==> src/rtl/core/scl_pkg.sv <==
// Shared types and constants for the shell command line lexer.
// No dependencies; imported by every module of the block.
package scl_pkg;

	localparam int unsigned MaxResults = 4;
	localparam int unsigned IdxW       = $clog2(MaxResults);
	localparam int unsigned CntW       = $clog2(MaxResults + 1);

	// result kinds
	localparam logic [1:0] KIND_BYTE      = 2'd0;
	localparam logic [1:0] KIND_END_TOKEN = 2'd1;
	localparam logic [1:0] KIND_END_LINE  = 2'd2;

	// quote state
	localparam logic [1:0] QUOTE_NONE   = 2'd0;
	localparam logic [1:0] QUOTE_SINGLE = 2'd1;
	localparam logic [1:0] QUOTE_DOUBLE = 2'd2;

	// characters
	localparam logic [7:0] CH_PIPE   = 8'h7C;
	localparam logic [7:0] CH_AMP    = 8'h26;
	localparam logic [7:0] CH_SEMI   = 8'h3B;
	localparam logic [7:0] CH_GT     = 8'h3E;
	localparam logic [7:0] CH_LT     = 8'h3C;
	localparam logic [7:0] CH_SQUOTE = 8'h27;
	localparam logic [7:0] CH_DQUOTE = 8'h22;
	localparam logic [7:0] CH_SPACE  = 8'h20;
	localparam logic [7:0] CH_NONE   = 8'h00;

	typedef struct packed {
		logic [1:0] kind;
		logic [7:0] ch;
	} scl_result_t;

	// all results caused by one input item
	typedef struct packed {
		logic [CntW-1:0]                   count;
		scl_result_t [MaxResults-1:0]      res;
	} scl_group_t;

	// handshake between the input stage and the output buffer
	typedef struct packed {
		logic load;
		logic can_take;
	} scl_ctrl_t;

	function automatic logic is_operator(input logic [7:0] c);
		return (c == CH_PIPE) || (c == CH_AMP) || (c == CH_SEMI) ||
			(c == CH_GT) || (c == CH_LT);
	endfunction

endpackage

==> src/rtl/core/scl_lexer.sv <==
// Lexer state registers and the single-pass step logic for one input item.
// Depends on scl_pkg.
module scl_lexer
	import scl_pkg::*;
(
	input  logic       clk,
	input  logic       arst_n,
	input  logic       step,
	input  logic [7:0] ch,
	input  logic       eol,
	output scl_group_t group
);

	logic [1:0] quote_q, quote_d;
	logic [7:0] held_q, held_d;
	logic       space_q, space_d;
	logic       open_q, open_d;
	logic       done;
	logic [CntW-1:0] n;

	always_comb begin
		quote_d = quote_q;
		held_d  = held_q;
		space_d = space_q;
		open_d  = open_q;
		done    = 1'b0;
		n       = '0;
		group   = '0;
		if (eol) begin
			if (held_q != CH_NONE) begin
				group.res[n[IdxW-1:0]] = '{KIND_BYTE, held_q};
				n = n + 1'b1;
				group.res[n[IdxW-1:0]] = '{KIND_END_TOKEN, CH_NONE};
				n = n + 1'b1;
			end else if (open_q) begin
				group.res[n[IdxW-1:0]] = '{KIND_END_TOKEN, CH_NONE};
				n = n + 1'b1;
			end
			group.res[n[IdxW-1:0]] = '{KIND_END_LINE, CH_NONE};
			n = n + 1'b1;
			quote_d = QUOTE_NONE;
			held_d  = CH_NONE;
			space_d = 1'b0;
			open_d  = 1'b0;
		end else begin
			if (held_q != CH_NONE) begin
				held_d = CH_NONE;
				group.res[n[IdxW-1:0]] = '{KIND_BYTE, held_q};
				n = n + 1'b1;
				if (ch == held_q) begin
					group.res[n[IdxW-1:0]] = '{KIND_BYTE, ch};
					n = n + 1'b1;
					done = 1'b1;
				end
				group.res[n[IdxW-1:0]] = '{KIND_END_TOKEN, CH_NONE};
				n = n + 1'b1;
			end
			if (!done) begin
				if (quote_q != QUOTE_NONE) begin
					if ((quote_q == QUOTE_SINGLE && ch == CH_SQUOTE) ||
						(quote_q == QUOTE_DOUBLE && ch == CH_DQUOTE)) begin
						quote_d = QUOTE_NONE;
					end else begin
						group.res[n[IdxW-1:0]] = '{KIND_BYTE, ch};
						n = n + 1'b1;
						open_d = 1'b1;
					end
				end else if (ch == CH_SPACE) begin
					if (open_q)
						space_d = 1'b1;
				end else if (is_operator(ch)) begin
					space_d = 1'b0;
					open_d  = 1'b0;
					if (open_q) begin
						group.res[n[IdxW-1:0]] = '{KIND_END_TOKEN, CH_NONE};
						n = n + 1'b1;
					end
					if (ch == CH_SEMI) begin
						group.res[n[IdxW-1:0]] = '{KIND_BYTE, ch};
						n = n + 1'b1;
						group.res[n[IdxW-1:0]] = '{KIND_END_TOKEN, CH_NONE};
						n = n + 1'b1;
					end else begin
						held_d = ch;
					end
				end else begin
					if (space_q) begin
						group.res[n[IdxW-1:0]] = '{KIND_BYTE, CH_SPACE};
						n = n + 1'b1;
					end
					space_d = 1'b0;
					if (ch == CH_SQUOTE) begin
						quote_d = QUOTE_SINGLE;
					end else if (ch == CH_DQUOTE) begin
						quote_d = QUOTE_DOUBLE;
					end else begin
						group.res[n[IdxW-1:0]] = '{KIND_BYTE, ch};
						n = n + 1'b1;
						open_d = 1'b1;
					end
				end
			end
		end
		group.count = n;
	end

	always_ff @(posedge clk or negedge arst_n) begin
		if (!arst_n) begin
			quote_q <= QUOTE_NONE;
			held_q  <= CH_NONE;
			space_q <= 1'b0;
			open_q  <= 1'b0;
		end else if (step) begin
			quote_q <= quote_d;
			held_q  <= held_d;
			space_q <= space_d;
			open_q  <= open_d;
		end
	end

`ifndef SYNTHESIS
	// an operator is only ever held outside quotes
	a_held_unquoted: assert property (@(posedge clk) disable iff (!arst_n)
		held_q != CH_NONE |-> quote_q == QUOTE_NONE)
		else $error("operator held inside quotes");

	// holding an operator closes the word
	a_held_closed: assert property (@(posedge clk) disable iff (!arst_n)
		held_q != CH_NONE |-> !open_q && !space_q)
		else $error("operator held with open word");

	// only doubling operators are held
	a_held_char: assert property (@(posedge clk) disable iff (!arst_n)
		held_q == CH_NONE || held_q == CH_PIPE || held_q == CH_AMP ||
		held_q == CH_GT || held_q == CH_LT)
		else $error("bad held operator");

	// a pending space needs an open word
	a_space_open: assert property (@(posedge clk) disable iff (!arst_n)
		space_q |-> open_q)
		else $error("space pending outside a word");
`endif

endmodule

==> src/rtl/core/scl_outbuf.sv <==
// Output register: holds the results of one item and sends them one per transfer.
// Depends on scl_pkg.
module scl_outbuf
	import scl_pkg::*;
(
	input  logic       clk,
	input  logic       arst_n,
	input  logic       load_valid,
	input  scl_group_t group,
	output scl_ctrl_t  ctrl,
	output logic       m_axis_tvalid,
	input  logic       m_axis_tready,
	output logic [7:0] m_axis_tdata,   // [7:0] out_char
	output logic [1:0] m_axis_tuser,   // [1:0] kind
	output logic       m_axis_tlast    // last
);

	logic                         busy_q;
	logic [CntW-1:0]              cnt_q;
	logic [IdxW-1:0]              idx_q;
	scl_result_t [MaxResults-1:0] res_q;
	logic                         drain;
	logic                         load;

	assign m_axis_tvalid = busy_q;
	assign m_axis_tlast  = {1'b0, idx_q} == cnt_q - 1'b1;
	assign m_axis_tdata  = res_q[idx_q].ch;
	assign m_axis_tuser  = res_q[idx_q].kind;

	assign drain = busy_q && m_axis_tready;
	assign ctrl.can_take = !busy_q || (drain && m_axis_tlast);
	assign load = load_valid && ctrl.can_take;
	assign ctrl.load = load;

	always_ff @(posedge clk or negedge arst_n) begin
		if (!arst_n) begin
			busy_q <= 1'b0;
			cnt_q  <= '0;
			idx_q  <= '0;
		end else if (load) begin
			// items without results leave the buffer empty
			busy_q <= group.count != '0;
			cnt_q  <= group.count;
			idx_q  <= '0;
		end else if (drain) begin
			if (m_axis_tlast)
				busy_q <= 1'b0;
			else
				idx_q <= idx_q + 1'b1;
		end
	end

	always_ff @(posedge clk) begin
		if (load)
			res_q <= group.res;
	end

`ifndef SYNTHESIS
	a_cnt_range: assert property (@(posedge clk) disable iff (!arst_n)
		busy_q |-> (cnt_q != '0) && (cnt_q <= CntW'(MaxResults)))
		else $error("result count out of range");

	a_idx_range: assert property (@(posedge clk) disable iff (!arst_n)
		busy_q |-> {1'b0, idx_q} < cnt_q)
		else $error("result index past count");

	a_drain_empty: assert property (@(posedge clk) disable iff (!arst_n)
		drain && m_axis_tlast && !load |=> !busy_q)
		else $error("buffer busy after final transfer");
`endif

endmodule

==> src/rtl/core/shell_command_line_lexer.sv <==
// Shell command line lexer, top level. The first result of an input item is valid
// after the input register, then the result register.
// Throughput: one item per cycle if each item yields at most one result and the
// output is not stalled; an item's results (up to 4) hold the output register.
// Reset (arst_n low, asynchronous): outside quotes, nothing held, no open word,
// both stages empty.
module shell_command_line_lexer
	import scl_pkg::*;
(
	input  logic       clk,
	input  logic       arst_n,
	input  logic       s_axis_tvalid,
	output logic       s_axis_tready,
	input  logic [7:0] s_axis_tdata,   // [7:0] ch
	input  logic       s_axis_tlast,   // end_of_line
	output logic       m_axis_tvalid,
	input  logic       m_axis_tready,
	output logic [7:0] m_axis_tdata,   // [7:0] out_char
	output logic [1:0] m_axis_tuser,   // [1:0] kind
	output logic       m_axis_tlast    // last
);

	logic       valid_s1;
	logic [7:0] ch_s1;
	logic       eol_s1;
	scl_group_t group;
	scl_ctrl_t  ctrl;

	// advance the input stage whenever the output register can take its results
	assign s_axis_tready = !valid_s1 || ctrl.can_take;

	always_ff @(posedge clk or negedge arst_n) begin
		if (!arst_n)
			valid_s1 <= 1'b0;
		else if (s_axis_tready)
			valid_s1 <= s_axis_tvalid;
	end

	always_ff @(posedge clk) begin
		if (s_axis_tvalid && s_axis_tready) begin
			ch_s1  <= s_axis_tdata;
			eol_s1 <= s_axis_tlast;
		end
	end

	scl_lexer u_lexer (
		.clk    (clk),
		.arst_n (arst_n),
		.step   (ctrl.load),
		.ch     (ch_s1),
		.eol    (eol_s1),
		.group  (group)
	);

	scl_outbuf u_outbuf (
		.clk           (clk),
		.arst_n        (arst_n),
		.load_valid    (valid_s1),
		.group         (group),
		.ctrl          (ctrl),
		.m_axis_tvalid (m_axis_tvalid),
		.m_axis_tready (m_axis_tready),
		.m_axis_tdata  (m_axis_tdata),
		.m_axis_tuser  (m_axis_tuser),
		.m_axis_tlast  (m_axis_tlast)
	);

endmodule
==> config.mk <==
export PLATFORM = sky130hd
export DESIGN_NAME = shell_command_line_lexer
export DESIGN_NICKNAME = d
export VERILOG_FILES = /design/src/rtl/core/scl_pkg.sv /design/src/rtl/core/scl_lexer.sv /design/src/rtl/core/scl_outbuf.sv /design/src/rtl/core/shell_command_line_lexer.sv
export SDC_FILE = /design/constraint.sdc
export NUM_CORES = 1
export LEC_CHECK = 0
export BUFFER_PORTS_ARGS = -buffer_cell sky130_fd_sc_hd__buf_4
export CAP_MARGIN = 20
export CORE_MARGIN = 2
export CORE_UTILIZATION = 39
export DETAILED_ROUTE_END_ITERATION = 16
export SLEW_MARGIN = 25
export SYNTH_ARGS = -nofsm -noshare
export SYNTH_HDL_FRONTEND = slang
export SYNTH_SLANG_ARGS = --single-unit
export TNS_END_PERCENT = 1
==> constraint.sdc <==
create_clock -name clk -period 3.37 [get_ports clk]
set_input_delay 0.337 -clock clk [delete_from_list [all_inputs] [get_ports clk]]
set_output_delay 0.337 -clock clk [all_outputs]
set_load 0.1 [all_outputs]
After elaboration in Yosys (flattened, before gate mapping)
Index checks and enable logic that the tools add are counted.

operators by class
  $add $sub $neg = 8
  multipliers = 0
  div/mod/pow operators = 0
  magnitude comparators = 13
  equality and inequality tests = 22
  shift operators = 0
  mux-type cells = 114
  bitwise logic cells = 15
  reduce and logical (&&, ||, !) cells = 32

operators with widths
  kind                                                                    number
  40-bit 2-to-1 mux                                                       23
  36-bit inverter                                                         5
  40-bit bitwise mux                                                      3
  10-bit demux with 2-bit select                                          6
  10-bit 2-to-1 mux                                                       12
  36-bit AND                                                              3
  3-bit 2-to-1 mux                                                        27
  18-bit by 36-bit AND with 36-bit output                                 2
  8-bit 2-to-1 mux                                                        8
  8-bit by 6-bit equality test with 1-bit output (second input constant)  7
  2-bit 2-to-1 mux                                                        12
  2-bit by 3-bit < comparator with 1-bit output (second input constant)   7
  10-bit binary-select mux with 2-bit select                              1
  1-bit 2-to-1 mux                                                        20
  3-bit by 1-bit adder with 3-bit output (second input constant)          6
  9-bit 2-to-1 mux                                                        2
  2-bit by 1-bit >= comparator with 1-bit output (second input constant)  6
  1-bit logical AND                                                       12
  4-bit bitwise OR                                                        3
  6-bit AND reduction                                                     2
  3-bit by 2-bit != test with 1-bit output (second input constant)        3
  8-bit by 7-bit equality test with 1-bit output (second input constant)  1
  8-bit equality test                                                     1
  4-bit by 2-bit != test with 1-bit output (second input constant)        2
  16 further kinds                                                        30

storage, ports and cells
  bits in registers = 68
  bits in latches = 0
  RAM bits = 0
  memory bits (read-only) = 0
  input bits = 13
  logic and storage cells = 222
  memories kept = 0

Depth between registers and ports, before layout
  depth in word-level cells = 27
  depth in mapped cells = 12
  gate-level depth less buffers = 10

Cells and area by module
A second synthesis with hierarchy kept.

second synthesis, totals
  cell total of the unflattened synthesis = 350
  area total of the unflattened synthesis = 4130.2 µm²

by module, submodules not included
  module                    times used  cells an instance  area each (µm²)  sequential area each (µm²)
  scl_lexer                 1           251                1973.1           300.3
  scl_outbuf                1           86                 1833.0           1351.3
  shell_command_line_lexer  1           13                 324.1            295.3

Worst setup path after synthesis
Ideal clock, no wire load.

  kind = flip-flop to flip-flop
  start point = register u_outbuf.cnt_q[0]
  end point = register u_lexer.held_q[4]
  library setup time = 73 ps
  arrival time = 3873 ps
  required time = 3297 ps
  setup slack = -577 ps
  stages on the path, launching flop included = 12
  buffers on the path = 1
  clock period less this slack = 3947 ps
  cells stage by stage = dfrtp_1 inv_1 ha_1 xor2_1 nand3_1 inv_1 a21boi_0 nand2b_1 inv_1 clkbuf_1 nand4_1 nand2_1

between the ends
  cells in the longest elaborated chain, start to end = 5

ends and longest elaborated chain
  element                                         RTL line                        RTL
  start, declared                                 scl_outbuf.sv:19                logic [CntW-1:0] cnt_q;
  start signal, assigned                          scl_outbuf.sv:43                cnt_q <= group.count;
  3-bit by 1-bit subtractor with 3-bit output     scl_outbuf.sv:26                assign m_axis_tlast = {1'b0, idx_q} == cnt_q - 1'b1;
  2-bit by 3-bit equality test with 1-bit output  scl_outbuf.sv:26
  via m_axis_tlast                                shell_command_line_lexer.sv:20  output logic m_axis_tlast
  1-bit logical AND                               scl_outbuf.sv:31                assign ctrl.can_take = !busy_q || (drain && m_axis_tlast);
  1-bit logical OR                                scl_outbuf.sv:31
  1-bit logical AND                               scl_outbuf.sv:32                assign load = load_valid && ctrl.can_take;
  via u_lexer.step                                scl_lexer.sv:8                  input logic step,
  end signal, assigned                            scl_lexer.sv:115                held_q <= held_d;
  end, declared                                   scl_lexer.sv:15                 logic [7:0] held_q, held_d;

The timed path passes the listed nets, and every way through them passes these cells.
A chain may end at the register's enable or synchronous reset.

Final worst setup path
  start point = register ch_s1[0]
  end point = register u_outbuf.busy_q, in the netlist u_outbuf.m_axis_tvalid

between the ends
  cells in the longest elaborated chain, start to end = 24
  elaborated cells between the ends (all ways) = 52
  classes of those cells = 5 x add/sub; 9 x eq/ne; 30 x mux; 8 x reduce/logical

ends and longest elaborated chain
  element                                 RTL line                                           RTL
  start, declared                         shell_command_line_lexer.sv:24                     logic [7:0] ch_s1;
  start signal, assigned                  shell_command_line_lexer.sv:41                     ch_s1 <= s_axis_tdata;
  8-bit equality test                     scl_lexer.sv:50                                    if (ch == held_q) begin
  2-bit 2-to-1 mux                        scl_lexer.sv:50
  3-bit 2-to-1 mux                        scl_lexer.sv:46                                    if (held_q != CH_NONE) begin
  3-bit 2-to-1 mux                        scl_lexer.sv:29                                    if (eol) begin
  3-bit by 1-bit adder with 3-bit output  scl_lexer.sv:56                                    n = n + 1'b1;
  3-bit 2-to-1 mux                        scl_lexer.sv:46
  3-bit 2-to-1 mux                        scl_lexer.sv:29
  3-bit by 1-bit adder with 3-bit output  scl_lexer.sv:65, scl_lexer.sv:76, scl_lexer.sv:89
  (+8 left out)                           --
  3-bit 2-to-1 mux (on tied branches)     scl_lexer.sv:78, scl_lexer.sv:92
  3-bit 2-to-1 mux                        scl_lexer.sv:71                                    end else if (is_operator(ch)) begin
  3-bit 2-to-1 mux                        scl_lexer.sv:68                                    end else if (ch == CH_SPACE) begin
  3-bit 2-to-1 mux                        scl_lexer.sv:59                                    if (quote_q != QUOTE_NONE) begin
  3-bit 2-to-1 mux *                      scl_lexer.sv:58                                    if (!done) begin
  3-bit 2-to-1 mux *                      scl_lexer.sv:29
  3-bit nonzero test *                    scl_outbuf.sv:42                                   busy_q <= group.count != '0;
  1-bit 2-to-1 mux *                      scl_outbuf.sv:40                                   end else if (load) begin
  end signal, assigned                    scl_outbuf.sv:37                                   busy_q <= 1'b0;
  end signal, assigned                    scl_outbuf.sv:42
  end signal, assigned                    scl_outbuf.sv:47                                   busy_q <= 1'b0;
  end, declared                           scl_outbuf.sv:18                                   logic busy_q;

Mark *: on every way between the ends. The rest lies on a longest branch, timed or not. The select of a mux whose other input is x is not followed.

==> out/results.tsv <==
metric	value	unit
status	finished, final reports clean	
Die H	103	um
worst setup path category	flop to flop	
multi-input logic area	1740	um2
Max Cap Viol	0	
HP Class	input pin to flop	
1st-pass router iterations	5	
cell mode on critical path	a21oi_1	
Min Hold Slack	153	ps
Layout Nets	389	
number of global-route vias before repair	2741	
Setup crit end kind	flop	
post-synthesis instance total	350	
die area	10600	um2
cell with the most instances after synthesis	edfxtp_1	
TritonCTS Buffers	9	
DR WL/cell	18.1	um
Synth area leader	edfxtp_1	
post-route ant nets	0	
Slew Limit Headroom	63.4	%
Synth cell types	64	
final critical-path share of the clock period	88.4	%
crit path cell chain	xor2_1 -> nor4_4 -> and2_1 -> a21oi_1 -> ha_1 -> nand2_1 -> nand3_1 -> a21oi_1 -> a211o_1 -> a41oi_1	
ys async rst share	27.9	%
All-Layer GR Usage	19.2	%
CTS tree	built	
total core area	9640	um2
I/O Pins	26	
Seq/Total Area, Yosys	50.8	%
RSZ-0062 raised after global routing	false	
Post-synth EDFFs	49	
grt ovf	0	
worst skew pair latency	360	ps
Reg clk slew, reported paths	70	ps
Post-synth top flop	edfxtp_1	
area growth from synthesis to layout	13.8	%
Synth area leaders	edfxtp_1 (38%), dfrtp_1 (12%), mux4_2 (5.9%)	
crit-path max FO	13	
syn_nets	365	
min-delay src	s_axis_tlast	
largest net degree at the start of global routing	52	
HPWL after DPL	6.75	mm
layout cells sized above 1	20.3	%
Syn. warnings	0	
CTS max path bufs	2	
Yosys reg bits	68	
IO Port Bufs	25	
Tmin final	2980	ps
post-synth top area share	38.4	%
final wirelength	9.27	mm
Initial Utilization	39.7	%
first-pass GRT wire length	15.1	mm
vias per cell	5.59	
Worst EP arrival	3240	ps
Mapped Area	3830	um2
clk root buf	clkbuf_8	
CP Launch Point	ch_s1[0]	
Residual DRC	0	
clk_skew	8.78	ps
Startpoint Class	flop	
fmax	0.336	GHz
Fillers	949	
Setup TNS	0	ps
Num Clock Sinks	68	
Row Count	36	
number of antenna violations at the first check in global routing	0	
Slew Viols, Final	0	
average size of a mapped cell	10.9	um2
worst stage delay on the critical path	620	ps
Least-Margin Pin Slew	546	ps
H-tree levels	3	
FF-to-FF Start	ch_s1[0]	
Hold Fails Final Rpt	0	
DRT iter0 DRCs	271	
# setup viols final	0	
antenna cells	0	
gpl congestion	0.996	
Die X	103	um
most frequent cells after synthesis	edfxtp_1 (49), nand2_1 (35), nor2_1 (24)	
CP max-delay cell	edfxtp_1	
Via Count	2863	
register area	1950	um2
CP required	3630	ps
==> per-layer routing <==
layer | track usage (%) | vias to the layer above | part of all wire, % | wire length, um
li1 | - | 1353 | - | -
met1 | 28.0 | 1413 | 48 | 4430
met2 | 28.2 | 86 | 46 | 4250
met3 | 3.46 | 11 | 4.4 | 410
met4 | 7.79 | 0 | 1.9 | 175
met5 | 0 | - | 0 | 0
==> path summary, 6_finish.rpt <==
path,endpoint,slack [ps],cells after the start
worst max-delay path,u_outbuf.m_axis_tvalid,390,10
worst min-delay path,eol_s1,150,1
worst max register to register,u_outbuf.m_axis_tvalid,390,10
worst min register to register,u_outbuf.cnt_q[2],510,2
max in group asynchronous,u_outbuf.m_axis_tvalid,2740,2
min in group asynchronous,u_lexer.held_q[0],410,2
==> through the flow <==
| stage | std cells | area [um2] | worst slack (ps) | utilization, % |
|---|---|---|---|---|
| after detailed placement | 495 | 4170 | 447 | 43.2 |
| final | 512 | 4360 | 392 | 45.2 |
| after global routing | 512 | 4360 | 195 | 45.2 |
| after CTS | 512 | 4360 | 422 | 45.2 |
| after floorplan | 350 | 3830 | -1.94 | - |
| after global placement | 495 | 4170 | 448 | 43.2 |
==> final cells by class <==
cell class	instances	area share (%)
Sequential cell	68	44.7
Multi-Input combinational cell	250	40.0
Timing Repair Buffer	37	6.72
Tap cell	133	3.82
Clock buffer	12	3.56
Inverter	8	0.689
Clock inverter	4	0.574
==> sequential cells by signal, summed over array words and instances, names as in the netlist <==
signal / count
u_outbuf.res_q: 40
ch_s1: 8
u_lexer.held_q: 8
u_outbuf.cnt_q: 3
u_lexer.quote_q: 2
u_outbuf.idx_q: 2
eol_s1: 1
u_lexer.open_q: 1
u_lexer.space_q: 1
u_outbuf.m_axis_tvalid: 1
valid_s1: 1
==> worst max-delay path: cells and delay by family, from the launching register on <==
family	cells	cell delay (ps)
flops	1	620
xor+xnor	1	280
simple gates	4	970
fa+ha+maj	1	320
compound gates	4	700
==> cells in the final DEF, fill, tap and decap left out, drive strengths merged, types with 2 or more instances in the layout <==
| cell | instances |
|---|---|
| a21o | 5 |
| nor3 | 4 |
| a221o | 5 |
| dfrtp | 19 |
| nand3 | 14 |
| nand2b | 3 |
| or3 | 3 |
| and3 | 2 |
| xnor2 | 3 |
| buf | 36 |
| clkinvlp | 2 |
| or4 | 4 |
| a22o | 2 |
| mux2i | 4 |
| nor2b | 3 |
| mux2 | 3 |
| a2bb2oi | 2 |
| a221oi | 2 |
| a211oi | 2 |
| a31oi | 3 |
| a211o | 2 |
| ha | 2 |
| and2 | 23 |
| nor2 | 25 |
| o31ai | 2 |
| xor2 | 11 |
| edfxtp | 49 |
| or2 | 3 |
| nor3b | 3 |
| clkbuf | 12 |
| nand2 | 35 |
| and4 | 2 |
| nand4 | 6 |
| nor4 | 4 |
| inv | 7 |
| mux4 | 10 |
| o21ai | 22 |
| a21oi | 19 |
| clkinv | 3 |
| a22oi | 3 |
==> cells by family (layout without fill, tap and decap cells) <==
logic type,count (synthesis),in the layout,synth area share [%]
AO/OA/AOI/OAI,80,80,14.1
XOR/XNOR,14,14,3.20
adder cells (fa/ha/maj),2,2,0.653
buffers and inverters,32,61,3.69
flip-flops,68,68,50.8
multiplexers,17,17,7.91
other,1,1,0.0979
AND/OR/NAND/NOR,136,136,19.5
==> repair_timing <==
action                                 CTS  global route
endpoints found under the hold margin   19             0
gates resized for setup                  0             0
setup buffers                            0             0
setup endpoints to repair                0             0
hold buffers                             1             0
Power is left out: the tool's default activity adds up to more than one toggle a clock period on the data nets, which glitch-free logic cannot reach.
